### src/hdl/rhc_pkg.sv
`default_nettype none

package rhc_pkg;

  localparam int WINDOW_DEPTH    = 64;
  localparam int MAX_CHUNK_BYTES = 65536;

  localparam int WIN_AW = (WINDOW_DEPTH > 1) ? $clog2(WINDOW_DEPTH) : 1;
  // wide enough for the effective window length and for the 7-bit register
  localparam int WIN_LW = (WIN_AW + 1 > 7) ? WIN_AW + 1 : 7;
  localparam int CNT_W  = $clog2(MAX_CHUNK_BYTES + 1);
  localparam int LEN_W  = 17;
  localparam int CMP_W  = (CNT_W > LEN_W) ? CNT_W : LEN_W;

  localparam int WORD_W      = 32;
  localparam int HASH_W      = 64;
  localparam int BYTE_W      = 8;
  localparam int WLEN_W      = 7;
  localparam int REASON_W    = 2;
  localparam int DIV_STEP_W  = $clog2(WORD_W + 1);
  localparam int CFG_IDX_W   = 3;
  localparam int CFG_DATA_W  = 32;

  localparam logic [CFG_IDX_W-1:0] REG_HASH_PRIME    = 3'd0;
  localparam logic [CFG_IDX_W-1:0] REG_WINDOW_OUT    = 3'd1;
  localparam logic [CFG_IDX_W-1:0] REG_WINDOW_LENGTH = 3'd2;
  localparam logic [CFG_IDX_W-1:0] REG_MIN_CHUNK     = 3'd3;
  localparam logic [CFG_IDX_W-1:0] REG_MAX_CHUNK     = 3'd4;
  localparam logic [CFG_IDX_W-1:0] REG_AVG_DIVISOR   = 3'd5;

  localparam logic [WORD_W-1:0] RST_HASH_PRIME    = 32'd3;
  localparam logic [WORD_W-1:0] RST_WINDOW_OUT    = 32'd1264544299;
  localparam logic [WLEN_W-1:0] RST_WINDOW_LENGTH = 7'd31;
  localparam logic [LEN_W-1:0]  RST_MIN_CHUNK     = 17'd2048;
  localparam logic [LEN_W-1:0]  RST_MAX_CHUNK     = 17'd16384;
  localparam logic [WORD_W-1:0] RST_AVG_DIVISOR   = 32'd4096;

  localparam logic [REASON_W-1:0] CUT_MATCH = 2'd0;
  localparam logic [REASON_W-1:0] CUT_MAX   = 2'd1;
  localparam logic [REASON_W-1:0] CUT_END   = 2'd2;

  typedef enum logic [3:0] {
    S_IDLE,
    S_MUL_FP_LO,
    S_MUL_FP_HI,
    S_MUL_CS,
    S_MUL_OUT,
    S_SUB,
    S_CHECK,
    S_DIV,
    S_EMIT
  } rhc_state_t;

  function automatic logic [HASH_W-1:0] sext_byte64(input logic [BYTE_W-1:0] b);
    return {{(HASH_W-BYTE_W){b[BYTE_W-1]}}, b};
  endfunction

  function automatic logic [WORD_W-1:0] sext_byte32(input logic [BYTE_W-1:0] b);
    return {{(WORD_W-BYTE_W){b[BYTE_W-1]}}, b};
  endfunction

endpackage

`default_nettype wire

### src/hdl/rhc_mul.sv
`default_nettype none

module rhc_mul (
  input  wire logic                          clk,
  input  wire logic [rhc_pkg::WORD_W-1:0]    a,
  input  wire logic [rhc_pkg::WORD_W-1:0]    b,
  output logic      [2*rhc_pkg::WORD_W-1:0]  p
);
  import rhc_pkg::*;

  always_ff @(posedge clk) begin
    p <= (2*WORD_W)'(a) * (2*WORD_W)'(b);
  end

endmodule

`default_nettype wire

### src/hdl/rhc_rem.sv
`default_nettype none

module rhc_rem (
  input  wire logic                        clk,
  input  wire logic                        rst,
  input  wire logic                        start,
  input  wire logic [rhc_pkg::WORD_W-1:0]  dividend,
  input  wire logic [rhc_pkg::WORD_W-1:0]  divisor,
  output logic                             done,
  output logic      [rhc_pkg::WORD_W-1:0]  remainder
);
  import rhc_pkg::*;

  logic                  busy;
  logic [DIV_STEP_W-1:0] steps;
  logic [WORD_W-1:0]     dvd;
  logic [WORD_W-1:0]     dsr;
  logic [WORD_W:0]       trial;
  logic                  fits;

  assign trial = {remainder, dvd[WORD_W-1]};
  assign fits  = trial >= {1'b0, dsr};

  always_ff @(posedge clk) begin
    if (rst) begin
      busy  <= 1'b0;
      done  <= 1'b0;
      steps <= '0;
    end else begin
      done <= 1'b0;
      if (start) begin
        busy  <= 1'b1;
        steps <= DIV_STEP_W'(WORD_W);
      end else if (busy) begin
        steps <= steps - DIV_STEP_W'(1);
        if (steps == DIV_STEP_W'(1)) begin
          busy <= 1'b0;
          done <= 1'b1;
        end
      end
    end
  end

  // restoring step; a zero divisor leaves the dividend as remainder
  always_ff @(posedge clk) begin
    if (start) begin
      remainder <= '0;
      dvd       <= dividend;
      dsr       <= divisor;
    end else if (busy) begin
      dvd <= {dvd[WORD_W-2:0], 1'b0};
      if (fits) begin
        remainder <= WORD_W'(trial - {1'b0, dsr});
      end else begin
        remainder <= trial[WORD_W-1:0];
      end
    end
  end

endmodule

`default_nettype wire

### src/hdl/rolling_hash_chunker_core.sv
`default_nettype none

// Channel   Direction  Signals
// input     in         in_valid, in_ready, command, data_byte
// result    out        out_valid, out_ready, chunk_length, chunk_fingerprint, cut_reason
// config    in         cfg_write, cfg_index, cfg_data
//
// When the chunk is below min_chunk, a data byte goes from acceptance back to
// idle through four products on the shared 32x32 multiplier, a subtract and
// the cut check. Past min_chunk the remainder test runs on the bit-serial
// divider, unless max_chunk or the cap forces a cut; a cut loads the result register.
// A flush loads the result register, unless it follows a cut with no byte since.
// Reset clears the window valid bits, hashes, counters and configuration registers at once.
// A result waits in the output register; the block stalls only when a new result
// is ready and the previous one has not been taken.

module rolling_hash_chunker_core (
  input  wire logic                             clk,
  input  wire logic                             rst,
  input  wire logic                             in_valid,
  output logic                                  in_ready,
  input  wire logic                             command,
  input  wire logic [rhc_pkg::BYTE_W-1:0]       data_byte,
  output logic                                  out_valid,
  input  wire logic                             out_ready,
  output logic      [rhc_pkg::LEN_W-1:0]        chunk_length,
  output logic      [rhc_pkg::HASH_W-1:0]       chunk_fingerprint,
  output logic      [rhc_pkg::REASON_W-1:0]     cut_reason,
  input  wire logic                             cfg_write,
  input  wire logic [rhc_pkg::CFG_IDX_W-1:0]    cfg_index,
  input  wire logic [rhc_pkg::CFG_DATA_W-1:0]   cfg_data
);
  import rhc_pkg::*;

  rhc_state_t state, state_next;

  logic [WORD_W-1:0] hash_prime;
  logic [WORD_W-1:0] window_out_factor;
  logic [WLEN_W-1:0] window_length;
  logic [LEN_W-1:0]  min_chunk;
  logic [LEN_W-1:0]  max_chunk;
  logic [WORD_W-1:0] avg_divisor;

  logic [BYTE_W-1:0]   window_mem [WINDOW_DEPTH];
  logic [WINDOW_DEPTH-1:0] win_vld;
  logic [BYTE_W-1:0]   win_rd;
  logic                win_rd_vld;
  logic [WIN_AW-1:0]   win_pos;
  logic [WIN_LW-1:0]   eff_len;
  logic [WIN_LW-1:0]   pos_inc;
  logic [WIN_AW-1:0]   pos_next;
  logic [BYTE_W-1:0]   oldest;

  logic [HASH_W-1:0]   chunk_hash;
  logic [WORD_W-1:0]   window_checksum;
  logic [CNT_W-1:0]    chunk_count;
  logic                stream_had_bytes;

  logic [BYTE_W-1:0]   byte_q;
  logic [HASH_W-1:0]   hash_acc;
  logic [WORD_W-1:0]   cs_acc;
  logic [REASON_W-1:0] reason_q;

  logic [WORD_W-1:0]   mul_a;
  logic [WORD_W-1:0]   mul_b;
  logic [2*WORD_W-1:0] mul_p;

  logic                div_start;
  logic                div_done;
  logic [WORD_W-1:0]   div_rem;

  logic accept;
  logic slot_free;
  logic emit_load;
  logic flush_emit;
  logic at_cap;
  logic past_min;
  logic at_max;
  logic rem_hit;

  assign accept     = in_valid && in_ready;
  assign slot_free  = !out_valid || out_ready;
  assign flush_emit = !stream_had_bytes || (chunk_count != '0);
  assign at_cap     = chunk_count >= CNT_W'(MAX_CHUNK_BYTES);
  assign past_min   = CMP_W'(chunk_count) >= CMP_W'(min_chunk);
  assign at_max     = CMP_W'(chunk_count) == CMP_W'(max_chunk);
  assign rem_hit    = div_rem == hash_prime;

  assign eff_len  = ((window_length == '0) ||
                     (WIN_LW'(window_length) > WIN_LW'(WINDOW_DEPTH))) ?
                    WIN_LW'(WINDOW_DEPTH) : WIN_LW'(window_length);
  assign pos_inc  = WIN_LW'(win_pos) + WIN_LW'(1);
  assign pos_next = (pos_inc >= eff_len) ? '0 : WIN_AW'(pos_inc);
  assign oldest   = win_rd_vld ? win_rd : '0;

  rhc_mul u_mul (
    .clk (clk),
    .a   (mul_a),
    .b   (mul_b),
    .p   (mul_p)
  );

  rhc_rem u_rem (
    .clk       (clk),
    .rst       (rst),
    .start     (div_start),
    .dividend  (window_checksum),
    .divisor   (avg_divisor),
    .done      (div_done),
    .remainder (div_rem)
  );

  // next state
  always_comb begin
    state_next = state;
    unique case (state)
      S_IDLE: begin
        if (in_valid) begin
          if (command) begin
            state_next = flush_emit ? S_EMIT : S_IDLE;
          end else begin
            state_next = S_MUL_FP_LO;
          end
        end
      end
      S_MUL_FP_LO: state_next = S_MUL_FP_HI;
      S_MUL_FP_HI: state_next = S_MUL_CS;
      S_MUL_CS:    state_next = S_MUL_OUT;
      S_MUL_OUT:   state_next = S_SUB;
      S_SUB:       state_next = S_CHECK;
      S_CHECK: begin
        priority if (at_cap || (past_min && at_max)) begin
          state_next = S_EMIT;
        end else if (past_min) begin
          state_next = S_DIV;
        end else begin
          state_next = S_IDLE;
        end
      end
      S_DIV: begin
        if (div_done) begin
          state_next = rem_hit ? S_EMIT : S_IDLE;
        end
      end
      S_EMIT: begin
        if (slot_free) begin
          state_next = S_IDLE;
        end
      end
      default: state_next = S_IDLE;
    endcase
  end

  // outputs of the sequencer
  always_comb begin
    in_ready  = 1'b0;
    mul_a     = '0;
    mul_b     = hash_prime;
    div_start = 1'b0;
    emit_load = 1'b0;
    unique case (state)
      S_IDLE:      in_ready = 1'b1;
      S_MUL_FP_LO: mul_a = chunk_hash[WORD_W-1:0];
      S_MUL_FP_HI: mul_a = chunk_hash[HASH_W-1:WORD_W];
      S_MUL_CS:    mul_a = window_checksum;
      S_MUL_OUT: begin
        mul_a = sext_byte32(oldest);
        mul_b = window_out_factor;
      end
      S_SUB:       ;
      S_CHECK:     div_start = past_min && !at_cap && !at_max;
      S_DIV:       ;
      S_EMIT:      emit_load = slot_free;
      default:     ;
    endcase
  end

  always_ff @(posedge clk) begin
    if (rst) begin
      state             <= S_IDLE;
      hash_prime        <= RST_HASH_PRIME;
      window_out_factor <= RST_WINDOW_OUT;
      window_length     <= RST_WINDOW_LENGTH;
      min_chunk         <= RST_MIN_CHUNK;
      max_chunk         <= RST_MAX_CHUNK;
      avg_divisor       <= RST_AVG_DIVISOR;
      chunk_hash        <= '0;
      window_checksum   <= '0;
      chunk_count       <= '0;
      stream_had_bytes  <= 1'b0;
      win_pos           <= '0;
      out_valid         <= 1'b0;
    end else begin
      state <= state_next;

      if (cfg_write) begin
        unique case (cfg_index)
          REG_HASH_PRIME:    hash_prime        <= cfg_data[WORD_W-1:0];
          REG_WINDOW_OUT:    window_out_factor <= cfg_data[WORD_W-1:0];
          REG_WINDOW_LENGTH: window_length     <= cfg_data[WLEN_W-1:0];
          REG_MIN_CHUNK:     min_chunk         <= cfg_data[LEN_W-1:0];
          REG_MAX_CHUNK:     max_chunk         <= cfg_data[LEN_W-1:0];
          REG_AVG_DIVISOR:   avg_divisor       <= cfg_data[WORD_W-1:0];
          default:           ;
        endcase
      end

      // flush right after an exact cut: drop, nothing to emit
      if (accept && command && !flush_emit) begin
        stream_had_bytes <= 1'b0;
        chunk_hash       <= '0;
      end

      if (state == S_SUB) begin
        chunk_hash       <= hash_acc;
        window_checksum  <= cs_acc - mul_p[WORD_W-1:0];
        chunk_count      <= chunk_count + CNT_W'(1);
        stream_had_bytes <= 1'b1;
        win_pos          <= pos_next;
      end

      if (emit_load) begin
        out_valid   <= 1'b1;
        chunk_count <= '0;
        chunk_hash  <= '0;
        if (reason_q == CUT_END) begin
          stream_had_bytes <= 1'b0;
        end
      end else if (out_valid && out_ready) begin
        out_valid <= 1'b0;
      end
    end
  end

  always_ff @(posedge clk) begin
    if (rst) begin
      win_vld    <= '0;
      win_rd_vld <= 1'b0;
    end else begin
      win_rd_vld <= win_vld[win_pos];
      if (state == S_SUB) begin
        win_vld[win_pos] <= 1'b1;
      end
    end
  end

  always_ff @(posedge clk) begin
    win_rd <= window_mem[win_pos];
    if (state == S_SUB) begin
      window_mem[win_pos] <= byte_q;
    end
  end

  always_ff @(posedge clk) begin
    if (accept) begin
      byte_q <= data_byte;
      if (command) begin
        reason_q <= CUT_END;
      end
    end
    unique case (state)
      S_MUL_FP_HI: hash_acc <= mul_p + sext_byte64(byte_q);
      S_MUL_CS:    hash_acc <= hash_acc + {mul_p[WORD_W-1:0], {WORD_W{1'b0}}};
      S_MUL_OUT:   cs_acc   <= mul_p[WORD_W-1:0] + sext_byte32(byte_q);
      S_CHECK:     reason_q <= CUT_MAX;
      S_DIV:       reason_q <= CUT_MATCH;
      default:     ;
    endcase
    if (emit_load) begin
      chunk_length      <= LEN_W'(chunk_count);
      chunk_fingerprint <= chunk_hash;
      cut_reason        <= reason_q;
    end
  end

  a_count_cap: assert property (@(posedge clk) disable iff (rst)
    chunk_count <= CNT_W'(MAX_CHUNK_BYTES))
    else $error("chunk length above cap");

  a_div_done_state: assert property (@(posedge clk) disable iff (rst)
    div_done |-> (state == S_DIV))
    else $error("divider finished outside remainder test");

  a_pos_in_window: assert property (@(posedge clk) disable iff (rst)
    (state == S_CHECK) |-> (WIN_LW'(win_pos) < eff_len))
    else $error("window position beyond window length");

  a_emit_clears: assert property (@(posedge clk) disable iff (rst)
    emit_load |=> (out_valid && (chunk_count == '0) && (chunk_hash == '0)))
    else $error("emitted chunk not cleared");

endmodule

`default_nettype wire
### config.mk
export PLATFORM = sky130hd
export DESIGN_NAME = rolling_hash_chunker_core
export DESIGN_NICKNAME = d
export VERILOG_FILES = /design/src/hdl/rhc_pkg.sv /design/src/hdl/rhc_mul.sv /design/src/hdl/rhc_rem.sv /design/src/hdl/rolling_hash_chunker_core.sv
export SDC_FILE = /design/constraint.sdc
export NUM_CORES = 2
export LEC_CHECK = 0
export BUFFER_PORTS_ARGS = -buffer_cell sky130_fd_sc_hd__buf_2
export CAP_MARGIN = 30
export CORE_ASPECT_RATIO = 0.6
export CORE_MARGIN = 2
export CORE_UTILIZATION = 50
export CTS_BUF_LIST = sky130_fd_sc_hd__clkbuf_2
export CTS_CLUSTER_DIAMETER = 100
export DETAILED_ROUTE_END_ITERATION = 8
export HOLD_SLACK_MARGIN = 0.02
export PLACE_DENSITY = 0.7
export SLEW_MARGIN = 40
export SYNTH_ARGS = -nofsm -noshare
export SYNTH_HDL_FRONTEND = slang
export SYNTH_SLANG_ARGS = --single-unit
### constraint.sdc
create_clock -name clk -period 22.5 [get_ports clk]
set_input_delay 4.5 -clock clk [delete_from_list [all_inputs] [get_ports clk]]
set_output_delay 4.5 -clock clk [all_outputs]
set_load 0.01 [all_outputs]
==> metrics.md <==
| Metric | Value |
|---|---|
| Largest net degree at the start of global routing | 104 |
| Synth top area share | 26.9% |
| Dpl hpwl | 221000 um |
| Via count | 67000 |
| Cell count after synthesis | 8416 |
| Status | finished, final reports clean |
| Synth cell count leaders | 1020 x nor2_1, 982 x inv_1, 975 x nand2_1, 900 x fa_1, 765 x edfxtp_1 |
| Synthesized area per cell | 10.1 sq um |
| Setup violators final | 0 |
| Number of hold buffers added after cts | 0 |
| Cts bufs inserted | 285 |
| ANT nets after route | 0 |
| Sink Count | 1204 |
| Max Clk Rate | 0.0917 GHz |
| Placeable Area | 0.170 sq mm |
| Worst setup path class | reg2reg |
| Slew @ Worst Pin | 0.954 ns |
| Register area share after synthesis | 37.2% |
| Post-CTS Setup Repair Bufs | 0 |
| Leading post-synthesis cells by cell area | edfxtp_1 27%, fa_1 21%, dfxtp_1 10% |
| Critical path endpoint category | register |
| Yosys cell types | 94 |
| Crit path top cell by count | fa_1 |
| Dominant synthesized flop cell | edfxtp_1 |
| First-pass GRT wire length | 438000 um |
| CTS tree | done |
| Number of vias per cell | 6.09 |
| Slew Limit Headroom | 35.9% |
| P&R area growth vs syn | 7.12% |
| Row cnt | 117 |
| Post-route DRC | 0 |
| Non-Filler Instances | 11000 |
| Initial antenna violation count | 14 |
| Vias in the first global route | 65500 |
| CP peak stage delay | 0.68 ns |
| Slowest CP cell | a2111oi_0 |
| Wire length per cell | 27.0 um |
| Post-synth EDFFs | 765 |
| Critical path launch point type | register |
| Gr usage total | 34.3% |
| Final WL | 297000 um |
| Gr ovfl total | 0 |
| Async set-reset flop share out of synthesis | 0% |
| Most common cell in the netlist | nor2_1 |
| Fin crit share | 48.5% |
| Synthesized Nets | 9814 |
| Worst-path clk slew | 0.11 ns |
| Clock Latency Late Sink | 1.62 ns |
| Post-CTS sizing | 0 |
| Worst path arrival time | 12.22 ns |
| Final-layout fill cell count | 15000 |
| Clock Path Buffers | 4 |
| Final #Nets | 9920 |
| Synthesized area | 0.0853 sq mm |
| Tmin final | 10.91 ns |
| CP required | 23.81 ns |
| Initial DRC Count | 9329 |
| Yosys reg bits | 1204 |
| Root Buffer | clkbuf_2 |
| Final hold vios | 0 |
| Layout cells sized above 1 | 11.5% |
| Chip Height | 324 um |
| Drt first pass iters | 7 |
| Pwr Density | 56.0 mW/mm^2 |
| CTS H-tree depth | 5 |
| Full die area | 0.174 sq mm |
| Synth warnings | 0 |
| RePlAce Congestion | 1.02 |
| Setup TNS | 0 ns |
| Hold Path Class | reg2reg |
| Die width | 537 um |
| Yosys top cell by area | edfxtp_1 |
| Leakage power total | 0.0377 uW |
| Cells after DPL | 10500 |
| I/O pin cnt | 134 |
| Number of max-cap violations | 0 |
| RSZ-0062 raised after global routing | false |
| Crit-path max FO | 56 |
| Final Core Density | 53.9% |
| Highest ir drop seen on vdd | 0.0000603 V |
| Slew Limit Fails | 0 |
| Clk_skew | 0.235 ns |
| IO Port Bufs | 133 |
| Starting Density | 50.3% |
routing by layer:
layer / share of wire (%) / vias up / wire, um / track usage, %
met4: 2.7 / 4 / 8050 / 8.50
met3: 18 / 524 / 53300 / 17.0
met1: 42 / 33100 / 126000 / 51.6
li1: - / 28600 / - / -
met2: 37 / 4792 / 110000 / 43.0
met5: 0.0064 / - / 19 / 0
worst max-delay path, delay by kind of cell, from the launching register on:
family                     cells  cell delay [ns]
and+or+nand+nor                5             1.00
muxes                          1             0.61
AOI/OAI and AO/OA              8             2.37
adders and majority gates      9             4.57
buffers and inverters          5             1.73
DFF                            1             0.51
flip-flops by register name, summed over array words and instances, names as in the netlist, 64 cells and up:
name and count:
chunk_fingerprint 64, chunk_hash 64, hash_acc 64, u_mul.p 64, win_vld 64, window_mem 512
logic make-up (layout without fill, tap and decap cells):
family	Yosys count	in the layout	share of synthesized area, %
AO/OA/AOI/OAI	1439	1439	11.2
XOR/XNOR	258	258	2.65
adder cells (fa/ha/maj)	1349	1349	27.7
buffers and inverters	1434	1755	6.40
flip-flops	1204	1204	37.2
multiplexers	142	142	1.76
other	0	15	0
AND/OR/NAND/NOR	2590	2590	13.1
path summary, 6_finish.rpt:
kind / from / endpoint / slack, ns / depth (start not counted)
max: state[2] / u_mul.p[58] / 11.59 / 28
min: avg_divisor[17] / u_rem.dsr[17] / 0.37 / 0
max reg2reg: state[2] / u_mul.p[58] / 11.59 / 28
min reg2reg: avg_divisor[17] / u_rem.dsr[17] / 0.37 / 0
report_power, final:
part	total [uW]	switching, uW	internal, uW	leakage [uW]
registers	2610	85.8	2520	0.0105
clock network	1480	911	568	0.00203
logic	1030	737	297	0.0252
total	5120	1730	3390	0.0377
final cells by class:
cell class | count | area [sq um] | share of cell area (%)
diodes | 15 | 37.5 | 0.0411
inverters | 982 | 3690 | 4.03
flip-flops and latches | 1204 | 31800 | 34.7
well taps | 2261 | 2830 | 3.09
clock inverters | 52 | 327 | 0.357
repair buffers | 271 | 1790 | 1.96
multi-input cells | 5778 | 48700 | 53.3
clock buffers | 450 | 2250 | 2.46
layout by cell type, fill, tap and decap left out, types with 68 or more instances in the layout:
master and count:
a21o_1 118, a21oi_1 468, a221oi_1 68, a22oi_1 176, a31oi_1 87, buf_2 132, buf_4 127, clkbuf_2 450
dfxtp_1 437, edfxtp_1 765, fa_1 900, ha_1 449, inv_1 982, nand2_1 974, nand3_1 132, nand4_1 79
nor2_1 957, o21ai_0 155, xnor2_1 157, xor2_1 101
through the flow:
step                hold WS (ns)  power [uW]  area [sq um]  setup slack, ns
floorplan                  0.408        3250         85300            13.55
global placement           0.413        3620         88400            11.87
detailed placement         0.412        3650         88700            11.91
CTS                        0.349        5090         91300            11.89
global route               0.403        5310         91400            11.23
finish                     0.370        5120         91400            11.59
Note: power is estimated with default switching activity, not from simulation.
